$ cat src/rtl/core/cbam_pkg.sv
// Shared types and constants of the container block address map.
package cbam_pkg;

    localparam int IDX_BITS     = 24;
    localparam int LVL_BITS     = 2;
    localparam int PHYS_BITS    = 25;
    localparam int BYTE_BITS    = 37;
    localparam int BLOCK_SHIFT  = 12;
    localparam int HDR_BITS     = 32;
    localparam int CFG_IDX_BITS = 1;

    localparam int          TREE_LEVELS_DEF = 3;
    localparam int unsigned ENTRIES_DEF     = 170;

    localparam logic FUNC_DATA  = 1'b0;
    localparam logic FUNC_TABLE = 1'b1;

    localparam logic [LVL_BITS-1:0] LEVEL_0 = 2'd0;
    localparam logic [LVL_BITS-1:0] LEVEL_1 = 2'd1;
    localparam logic [LVL_BITS-1:0] LEVEL_2 = 2'd2;

    localparam logic [CFG_IDX_BITS-1:0] CFG_TABLES = 1'b0;
    localparam logic [CFG_IDX_BITS-1:0] CFG_HEADER = 1'b1;

    typedef struct packed {
        logic                func;
        logic [IDX_BITS-1:0] blk_num;
        logic [LVL_BITS-1:0] tree_level;
    } t_request;

    typedef struct packed {
        logic [PHYS_BITS-1:0] physical_block;
        logic [BYTE_BITS-1:0] byte_offset;
    } t_result;

endpackage

$ cat src/rtl/core/cbam_div.sv
// Three-stage divider by a constant: reciprocal multiply, back-multiply, one-step correction.
module cbam_div #(
    parameter int              IN_BITS = cbam_pkg::IDX_BITS,
    parameter longint unsigned DIVISOR = 64'(cbam_pkg::ENTRIES_DEF)
) (
    input  logic               i_clk,
    input  logic [IN_BITS-1:0] i_num,
    output logic [IN_BITS-1:0] o_quot
);

    // floor(2^IN_BITS / DIVISOR): the estimate is the true quotient or one below it
    localparam logic [IN_BITS-1:0] RECIP   = IN_BITS'((64'd1 << IN_BITS) / DIVISOR);
    localparam logic [IN_BITS-1:0] DIV_LOW = IN_BITS'(DIVISOR);

    logic [2*IN_BITS-1:0] n_prod;
    logic [IN_BITS-1:0]   r_num1;
    logic [IN_BITS-1:0]   r_qe1;
    logic [IN_BITS-1:0]   r_num2;
    logic [IN_BITS-1:0]   r_qe2;
    logic [IN_BITS-1:0]   r_pd2;
    logic [IN_BITS-1:0]   n_rem;
    logic                 n_ge;
    logic [IN_BITS-1:0]   r_quot;

    assign n_prod = (2*IN_BITS)'(i_num) * (2*IN_BITS)'(RECIP);

    // back-product never exceeds the numerator, so its low bits are exact
    assign n_rem = r_num2 - r_pd2;
    assign n_ge  = (64'(n_rem) >= DIVISOR);

    always_ff @(posedge i_clk) begin
        r_num1 <= i_num;
        r_qe1  <= n_prod[2*IN_BITS-1:IN_BITS];
        r_num2 <= r_num1;
        r_qe2  <= r_qe1;
        r_pd2  <= r_qe1 * DIV_LOW;
        r_quot <= r_qe2 + IN_BITS'(n_ge);
    end

    assign o_quot = r_quot;

endmodule

$ cat src/rtl/core/container_block_address_map_core.sv
// Top level of the container block address map: seven-stage lookup pipeline.
//
//  channel   | signals                                        | handshake
//  ----------+------------------------------------------------+-------------------------
//  request   | start, busy, i_request                         | taken when start & !busy
//  result    | o_strobe, o_result                             | one-cycle strobe, no stall
//  config    | i_cfg_valid, o_cfg_ready, i_cfg_index, i_cfg_data | valid & ready
//
// One request per cycle; each request taken yields exactly one result strobe.
// The depth is set by the request register, the constant dividers (reciprocal
// multiply, back-multiply, correction) and the product, sum and byte-offset stages.
// busy stays low: the pipeline never holds, since the receiver cannot stall.
// Synchronous reset clears the valid bits and the configuration registers.
module container_block_address_map_core #(
    parameter int          TREE_LEVELS       = cbam_pkg::TREE_LEVELS_DEF,
    parameter int unsigned ENTRIES_PER_TABLE = cbam_pkg::ENTRIES_DEF
) (
    input  logic                                i_clk,
    input  logic                                i_rst_n,
    input  logic                                start,
    output logic                                busy,
    input  cbam_pkg::t_request                  i_request,
    output logic                                o_strobe,
    output cbam_pkg::t_result                   o_result,
    input  logic                                i_cfg_valid,
    output logic                                o_cfg_ready,
    input  logic [cbam_pkg::CFG_IDX_BITS-1:0]   i_cfg_index,
    input  logic [cbam_pkg::HDR_BITS-1:0]       i_cfg_data
);

    localparam int IB = cbam_pkg::IDX_BITS;
    localparam int PB = cbam_pkg::PHYS_BITS;
    localparam int BB = cbam_pkg::BYTE_BITS;
    localparam int LB = cbam_pkg::LVL_BITS;
    localparam int LATENCY = 7;
    localparam int HDR_BITS_W = cbam_pkg::HDR_BITS + 1;

    localparam longint unsigned SPAN0 = 64'(ENTRIES_PER_TABLE);
    localparam longint unsigned SPAN1 = SPAN0 * SPAN0;
    localparam longint unsigned SPAN2 = SPAN1 * SPAN0;

    localparam logic [PB-1:0] K_E    = PB'(SPAN0);
    localparam logic [PB-1:0] K_E2   = PB'(SPAN1);
    localparam logic [PB-1:0] K_E1   = PB'(SPAN0 + 64'd1);
    localparam logic [PB-1:0] STEP0A = PB'(SPAN0 + 64'd1);
    localparam logic [PB-1:0] STEP0B = PB'(SPAN0 + 64'd2);
    localparam logic [PB-1:0] STEP1A = PB'(SPAN1 + SPAN0 + 64'd1);
    localparam logic [PB-1:0] STEP1B = PB'(SPAN1 + 2 * (SPAN0 + 64'd1));

    localparam logic [LB-1:0] LVL_TOP =
        (TREE_LEVELS >= 3) ? cbam_pkg::LEVEL_2 : LB'(TREE_LEVELS - 1);

    typedef struct packed {
        logic          func;
        logic [LB-1:0] lvl;
        logic [IB-1:0] idx;
    } t_ctl;

    logic                  n_accept;
    logic [LB-1:0]         n_lvl;
    logic [3:0]            r_vld;
    t_ctl                  r_ctl [4];
    logic [IB-1:0]         q0;
    logic [IB-1:0]         q1;
    logic [IB-1:0]         q2;

    logic                  r_two;
    logic [BB-1:0]         r_base;
    logic [HDR_BITS_W-1:0] n_base;

    logic                  r_v5;
    t_ctl                  r_c5;
    logic [PB-1:0]         r_m0;
    logic [PB-1:0]         r_m1a;
    logic [PB-1:0]         r_m1b;
    logic [PB-1:0]         r_q0;
    logic [PB-1:0]         r_q1;
    logic [PB-1:0]         r_q2;
    logic                  r_nz0;
    logic                  r_nz1;

    logic [PB-1:0]         n_tk;
    logic [PB-1:0]         n_sum;
    logic [PB-1:0]         n_blk;
    logic                  r_v6;
    logic [PB-1:0]         r_blk;

    logic                  r_strobe;
    cbam_pkg::t_result     r_result;

    assign busy        = 1'b0;
    assign o_cfg_ready = 1'b1;
    assign n_accept    = start && !busy;

    // clamp the level to the top of the tree
    assign n_lvl = (i_request.tree_level > LVL_TOP) ? LVL_TOP : i_request.tree_level;

    // header size rounded up to a whole block
    assign n_base = (HDR_BITS_W'(i_cfg_data) + HDR_BITS_W'(4095))
                    & ~HDR_BITS_W'(4095);

    always_ff @(posedge i_clk) begin
        if (!i_rst_n) begin
            r_two  <= 1'b0;
            r_base <= '0;
        end else if (i_cfg_valid && o_cfg_ready) begin
            case (i_cfg_index)
                cbam_pkg::CFG_TABLES: r_two  <= i_cfg_data[1];
                cbam_pkg::CFG_HEADER: r_base <= BB'(n_base);
                default: ;
            endcase
        end
    end

    // request register and control shift line alongside the dividers
    always_ff @(posedge i_clk) begin
        if (!i_rst_n) begin
            r_vld <= '0;
        end else begin
            r_vld <= {r_vld[2:0], n_accept};
        end
        r_ctl[0] <= '{func: i_request.func, lvl: n_lvl, idx: i_request.blk_num};
        for (int s = 1; s < 4; s++) begin
            r_ctl[s] <= r_ctl[s-1];
        end
    end

    cbam_div #(.IN_BITS(IB), .DIVISOR(SPAN0)) u_div0 (
        .i_clk(i_clk), .i_num(r_ctl[0].idx), .o_quot(q0)
    );
    cbam_div #(.IN_BITS(IB), .DIVISOR(SPAN1)) u_div1 (
        .i_clk(i_clk), .i_num(r_ctl[0].idx), .o_quot(q1)
    );
    cbam_div #(.IN_BITS(IB), .DIVISOR(SPAN2)) u_div2 (
        .i_clk(i_clk), .i_num(r_ctl[0].idx), .o_quot(q2)
    );

    // products of the quotients; only the low physical bits are ever kept
    always_ff @(posedge i_clk) begin
        if (!i_rst_n) begin
            r_v5 <= 1'b0;
        end else begin
            r_v5 <= r_vld[3];
        end
        r_c5  <= r_ctl[3];
        r_m0  <= PB'(q0) * K_E;
        r_m1a <= PB'(q1) * K_E2;
        r_m1b <= PB'(q1) * K_E1;
        r_q0  <= PB'(q0);
        r_q1  <= PB'(q1);
        r_q2  <= PB'(q2);
        r_nz0 <= (q0 != '0);
        r_nz1 <= (q1 != '0);
    end

    always_comb begin
        n_tk  = r_two ? PB'(2) : PB'(1);
        // data mode: count quotient-plus-one tables per level up to the first level that covers it
        n_sum = r_q0 + PB'(1);
        if (TREE_LEVELS >= 2 && r_nz0) begin
            n_sum = n_sum + r_q1 + PB'(1);
        end
        if (TREE_LEVELS >= 3 && r_nz1) begin
            n_sum = n_sum + r_q2 + PB'(1);
        end
        if (r_c5.func == cbam_pkg::FUNC_DATA) begin
            n_blk = PB'(r_c5.idx) + (n_sum << r_two);
        end else begin
            case (r_c5.lvl)
                cbam_pkg::LEVEL_0: begin
                    if (r_nz0) begin
                        n_blk = r_m0 + (r_q0 << r_two) + ((r_q1 + PB'(1)) << r_two)
                                + (r_nz1 ? n_tk : '0);
                    end else begin
                        n_blk = '0;
                    end
                end
                cbam_pkg::LEVEL_1: begin
                    if (r_nz1) begin
                        n_blk = r_m1a + (r_m1b << r_two) + n_tk;
                    end else begin
                        n_blk = r_two ? STEP0B : STEP0A;
                    end
                end
                default: n_blk = r_two ? STEP1B : STEP1A;
            endcase
        end
    end

    always_ff @(posedge i_clk) begin
        if (!i_rst_n) begin
            r_v6     <= 1'b0;
            r_strobe <= 1'b0;
        end else begin
            r_v6     <= r_v5;
            r_strobe <= r_v6;
        end
        r_blk                   <= n_blk;
        r_result.physical_block <= r_blk;
        r_result.byte_offset    <= r_base + (BB'(r_blk) << cbam_pkg::BLOCK_SHIFT);
    end

    assign o_strobe = r_strobe;
    assign o_result = r_result;

    // every request taken yields exactly one strobe after the pipeline depth
    a_req_to_result: assert property (@(posedge i_clk) disable iff (!i_rst_n)
        n_accept |-> ##LATENCY o_strobe)
        else $error("request without result");

    a_result_from_req: assert property (@(posedge i_clk) disable iff (!i_rst_n)
        o_strobe |-> $past(n_accept, LATENCY))
        else $error("result without request");

    // byte offset and physical block must agree under the header base
    a_offset_match: assert property (@(posedge i_clk) disable iff (!i_rst_n)
        o_strobe |-> (((o_result.byte_offset - r_base) >> cbam_pkg::BLOCK_SHIFT)
                      == BB'(o_result.physical_block)))
        else $error("byte offset disagrees with physical block");

endmodule

$ cat config.mk
export PLATFORM = sky130hd
export DESIGN_NAME = container_block_address_map_core
export DESIGN_NICKNAME = d
export VERILOG_FILES = /design/src/rtl/core/cbam_pkg.sv /design/src/rtl/core/cbam_div.sv /design/src/rtl/core/container_block_address_map_core.sv
export SDC_FILE = /design/constraint.sdc
export NUM_CORES = 2
export LEC_CHECK = 0
export BUFFER_PORTS_ARGS = -buffer_cell sky130_fd_sc_hd__buf_4
export CORE_ASPECT_RATIO = 0.6
export CORE_UTILIZATION = 45
export CTS_CLUSTER_DIAMETER = 50
export DETAILED_ROUTE_END_ITERATION = 12
export SYNTH_ARGS = -nofsm -noshare
export SYNTH_HDL_FRONTEND = slang
export SYNTH_HIERARCHICAL = 1
export SYNTH_SLANG_ARGS = --single-unit
$ cat constraint.sdc
create_clock -name i_clk -period 6.8 [get_ports i_clk]
set_input_delay 1.02 -clock i_clk [delete_from_list [all_inputs] [get_ports i_clk]]
set_output_delay 1.02 -clock i_clk [all_outputs]
set_load 0.02 [all_outputs]
* After elaboration in Yosys (flattened, before gate mapping)
Memory sizes are Yosys's and may differ from the RTL's. A register that Yosys moved wholly into a read port is not among the register bits. Cells that the tools add are included.
Storage, ports and cells: memories 1, output and inout bits 65, register bits after elaboration 506, word-level logic and storage cells 87, bits in writable memories 108, input port bits 64
Cells by class: bitwise gates (word level) 1, reduce and logical (&&, ||, !) cells 5, multiply operators 9, mux-type cells 11, add/subtract/negate cells 20, magnitude comparators 4, eq/ne operators 1, shift operators 4
Memory list:
- r_ctl | words 4, width 27, rd ports 4, clocked after memory_dff 1, wr ports 4, RTL line container_block_address_map_core.sv:62 | t_ctl r_ctl [4];
Operator list (count):
- $mux W25 | 5
- $add A25 B25 Y25 | 3
- $shl A25 B1 Y25 | 3
- $sub A24 B24 Y24 | 3
- $add A24 B1 Y25 const B | 2
- $add A25 B1 Y25 const B | 2
- $add A25 B2 Y25 | 2
- $add A25 B24 Y25 | 2
- $pmux W25 S2 | 1
- $reduce_bool A24 Y1 | 2
- $mul A24 B17 Y41 const B | 1
- $add A33 B37 Y37 | 1
- $add A32 B12 Y33 const B | 1
- $mul A24 B8 Y32 const B | 1
- $mul A24 B2 Y26 const B | 1
- $add A24 B25 Y25 | 1
- $mul A24 B8 Y25 const B | 1
- $shl A24 B1 Y25 | 1
- $ge A24 B15 Y1 const B | 1
- $ge A24 B23 Y1 const B | 1
- $ge A24 B8 Y1 const B | 1
- $mul A24 B13 Y23 const B | 1
- $mul A24 B7 Y24 const B | 1
- $mul A17 B7 Y23 const B | 1
- other kinds (13) | 16

* Depth between registers and ports, before layout
word-level depth 10, mapped depth 34, gate-level depth less buffers 34

* Hierarchy
Netlist, hierarchy kept.
By module, submodules not included:
- container_block_address_map_core | area each 27796.7 um^2, cells an instance 3039, sequential area each 7587.3 um^2, instances 1
- cbam_div at u_div0 | area each 9844.4 um^2, cells an instance 1021, sequential area each 2382.3 um^2, instances 1
- cbam_div at u_div1 | area each 7453.4 um^2, cells an instance 783, sequential area each 1881.8 um^2, instances 1
- cbam_div at u_div2 | area each 2979.1 um^2, cells an instance 300, sequential area each 1081.0 um^2, instances 1

* Least setup slack after synthesis
OpenSTA, ideal clock, no wires.
path type reg-to-reg, start point register r_m1b[0], end point register r_blk[24], slack 0.460 ns, data required time 6.705 ns, setup time 0.095 ns, period minus slack after synthesis 6.340 ns, stages on the path, launching flop included 33, path buffers 1, arrival 6.245 ns, cell sequence dfxtp_1 -> buf_2 -> inv_1 -> ha_1 -> inv_1 -> fa_1 -> a211oi_1 -> nor2_1 -> o21a_1 -> nor2_1 -> xor2_1 -> a21oi_1 -> ha_1 -> or3_4 -> o311a_1 -> or2_2 -> a21o_1 -> and2_1 -> o21ai_0 -> a221oi_1 -> mux2i_1 -> mux2i_1 -> ha_1 -> o21a_1 -> o21ai_0 -> a221oi_2 -> o21a_1 -> nand3_1 -> o21ai_0 -> nor4_1 -> nor3_1 -> xnor3_1 -> a221oi_1
Between the ends: cells in the longest elaborated chain, start to end 6
RTL lines:
- start, declared | RTL line container_block_address_map_core.sv:75 | logic [PB-1:0] r_m1b;
- start signal, assigned | RTL line container_block_address_map_core.sv:148 | r_m1b <= PB'(q1) * K_E1;
- $shl A25 B1 Y25 | RTL line container_block_address_map_core.sv:180 | n_blk = r_m1a + (r_m1b << r_two) + n_tk;
- $add A25 B25 Y25 | RTL line container_block_address_map_core.sv:180
- $add A25 B2 Y25 | RTL line container_block_address_map_core.sv:180
- $mux W25 | RTL line container_block_address_map_core.sv:179 | if (r_nz1) begin
- $pmux W25 S2 | RTL line container_block_address_map_core.sv:169 | case (r_c5.lvl)
- $mux W25 | RTL line container_block_address_map_core.sv:166 | if (r_c5.func == cbam_pkg::FUNC_DATA) begin
- net n_blk[24] | RTL line container_block_address_map_core.sv:84 | logic [PB-1:0] n_blk;
- end signal, assigned | RTL line container_block_address_map_core.sv:198 | r_blk <= n_blk;
- end, declared | RTL line container_block_address_map_core.sv:86 | logic [PB-1:0] r_blk;
The timed path passes the listed nets, and every way through them passes these cells. A chain may end at the register's enable or synchronous reset.

* Worst setup path in the final report
start point register r_q0[1], end point register r_blk[23]
Between the ends: cells in the longest elaborated chain, start to end 10, elaborated cells on any way between the ends 16, classes of those cells 9 x add/sub; 2 x shift; 5 x mux
RTL lines:
- start, declared | RTL line container_block_address_map_core.sv:76 | logic [PB-1:0] r_q0;
- start signal, assigned | RTL line container_block_address_map_core.sv:149 | r_q0 <= PB'(q0);
- $add A24 B1 Y25 | RTL line container_block_address_map_core.sv:159 | n_sum = r_q0 + PB'(1);
- $add A25 B24 Y25 | RTL line container_block_address_map_core.sv:161 | n_sum = n_sum + r_q1 + PB'(1);
- $add A25 B1 Y25 | RTL line container_block_address_map_core.sv:161
- $mux W25 | RTL line container_block_address_map_core.sv:160 | if (TREE_LEVELS >= 2 && r_nz0) begin
- $add A25 B24 Y25 | RTL line container_block_address_map_core.sv:164 | n_sum = n_sum + r_q2 + PB'(1);
- $add A25 B1 Y25 | RTL line container_block_address_map_core.sv:164
- $mux W25 | RTL line container_block_address_map_core.sv:163 | if (TREE_LEVELS >= 3 && r_nz1) begin
- $shl A25 B1 Y25 | RTL line container_block_address_map_core.sv:167 | n_blk = PB'(r_c5.idx) + (n_sum << r_two);
- $add A24 B25 Y25 | RTL line container_block_address_map_core.sv:167
- $mux W25 (*) | RTL line container_block_address_map_core.sv:166
- net n_blk[23] | RTL line container_block_address_map_core.sv:84
Mark *: on every way through the listed nets, which the timed path passes. The rest lies on a longest branch.

==> metrics.yaml <==
ff2ff_path_depth: 36
netlist_instances: 5143
drtIter0Drc: 2947
wl_per_cell_microns: 18.4
drive_above_1_share: 0.0956
coreArea_sq_um: 105000
hold_buffers: 0
finalCoreUtilization: 0.511
fp.dieW_microns: 424
tightest_slew_ps: 1100
die-area_sq_um: 108000
cts-root-buf: "clkbuf_16"
min_path_cells: 0
num_io_pins: 129
path_class: "reg2reg"
nets: 6566
clk_latency_ps: 650
ys_seq_area_frac: 0.269
hold_path_class: "reg2reg"
numCtsBuffers: 66
synthArstFlopShare: 0
grt_max_degree: 54
timing.hold.ws_ps: 320
grt_pass1_wl_microns: 197000
num-fill-cells: 9812
endpoint_kind: "flip-flop"
max_stage_delay_ps: 370
synth_cell_type_count: 104
crit_cells: 36
clock_path_buffers: 3
clock_sinks: 646
avgSynthCellArea_sq_um: 9.35
max_cap_viol_count: 0
status: "complete, but fails checks"
grt_pass1_vias: 34400
cp-start-kind: "flip-flop"
netlist_top_cells_count: "935 x inv_1, 797 x ha_1, 646 x dfxtp_1, 295 x fa_1, 280 x a21oi_1"
max_freq_mhz: 155
grt_use_total: 0.235
clk_pin_slew_ps: 70
fp-row-count: 92
viasPerCell: 5.17
num_vias: 35500
tns_ps: 0
drv_slew: 0
final.setup_skew_ps: 20.7
synth_top_cells_by_area: "dfxtp_1 27%, ha_1 21%, fa_1 12%"
antenna_found_initial: 7
place.gp.congestion: 0.917
synth_top_area_frac: 0.269
slowest_stage: "or3_4"
drc: 16
layout_min_cycle_time_ps: 6460
min_period_over_period: 0.951
path_max_fanout: 4
relSlewSlack: 0.266
hpwl_microns: 103000
critPathBufInv: 5
yosys_warnings: 6
fin_ws_ps: 336
cts_tree: "built"
first_pass_iters: 12
port_buffers: 114
start_util: 0.456
finalHoldViolations: 0
synthFlopType: "dfxtp_1"
ys_ff_latch: 646
arrival_ps: 6960
synth-edff-count: 0
htreeDepth: 3
grt_overflow: 0
syn_to_final_growth_pct: 12.2
totalWireLength_microns: 127000
die_h_microns: 255
ant_nets: 0
worstPathRequired_ps: 7290
synth.largest_area_cell: "dfxtp_1"
dpl_worst_slack_ps: -297
critPathTopFamily: "compound AO/OA/AOI/OAI gates"
synthesis.area_sq_um: 48100
finalSetupViolCount: 0
synth_most_common_cell: "inv_1"
violations: "DRC"
==> layer usage <==
layer	vias up	part of all wire	GRT usage
met5	-	0.0010	0.00877
met4	2	0.021	0.0564
met3	132	0.063	0.0436
met2	934	0.37	0.315
met1	16700	0.54	0.375
li1	17800	-	-
==> worst reg2reg max path: cells and delay by family, from the launching register on <==
family	cells	cell delay, ps
AOI/OAI and AO/OA	18	2650
xor gates and xnor gates	3	590
adders and majority gates	3	770
buffers and inverters	5	630
DFF	1	350
muxes	2	250
and+or+nand+nor	5	1050
==> sequential cells by signal (all words and copies together) (netlist names), 10 cells and up <==
register	flops
r_blk	25
u_div0/o_quot	18
r_m1a	20
r_c5	27
u_div1/o_quot	11
u_div0/r_pd2	23
u_div0/r_qe1	17
r_q1	23
r_m1b	25
r_ctl	108
o_result	50
u_div1/r_qe1	10
u_div1/r_num1	22
u_div1/r_num2	22
u_div0/r_num1	23
u_div2/r_num2	21
u_div0/r_num2	23
u_div0/r_qe2	15
r_q2	24
u_div2/r_num1	21
u_div1/r_pd2	22
r_base	21
r_q0	24
r_m0	22
==> through the flow <==
step,instances,area (sq um)
3_5_place_dp,6739,51300
4_1_cts,6862,53600
6_report,6876,53900
2_1_floorplan,5192,48300
3_3_place_gp,6739,51300
5_1_grt,6872,53900
==> path summary, 6_finish.rpt <==
kind                                      startpoint                   end  slack, ps
worst max-delay path                 r_q0[1]$_DFF_P_     r_blk[23]$_DFF_P_        340
worst min-delay path            r_ctl[1][25]$_DFF_P_  r_ctl[2][25]$_DFF_P_        320
worst max register to register       r_q0[1]$_DFF_P_     r_blk[23]$_DFF_P_        340
worst min register to register  r_ctl[1][25]$_DFF_P_  r_ctl[2][25]$_DFF_P_        320
==> layout make-up <==
cell class	instances	area, sq um	share of cell area
multi-input cells	3491	31400	0.582
flip-flops and latches	646	12900	0.240
inverters	935	3510	0.0651
repair buffers	270	2030	0.0376
clock buffers	84	1820	0.0338
well taps	1410	1760	0.0327
clock inverters	36	437	0.00810
diodes	4	10.0	0.000186
==> layout by cell type, fill, tap and decap left out, types with 71 or more instances in the layout <==
master,netlist,final
inv_1,935,935
dfxtp_1,646,640
mux2i_1,71,71
xnor2_1,233,230
nor2_1,223,220
nand2_1,215,214
o21ai_0,189,179
nand3_1,107,104
a21o_1,96,96
xor2_1,112,110
fa_1,295,294
ha_1,797,789
a21oi_1,280,267
buf_4,54,270
==> timing repair <==
action,in CTS,in global routing
pin swaps,3,34
resized for setup,6,65
setup endpoints to repair,2,7
gates cloned,0,0
setup buffers,3,10
==> cell families after synthesis <==
| logic type | after synthesis | synth area share |
|---|---|---|
| adders and majority gates | 1092 | 0.330 |
| buffers and inverters | 1055 | 0.0873 |
| AOI/OAI and AO/OA | 970 | 0.132 |
| and+or+nand+nor | 930 | 0.0962 |
| DFF | 646 | 0.269 |
| xor gates and xnor gates | 346 | 0.0633 |
| muxes | 99 | 0.0216 |
| other | 5 | 0.000390 |
Power is not shown: default switching activity piles up to over one toggle a cycle in this logic, so the estimate is an artifact.
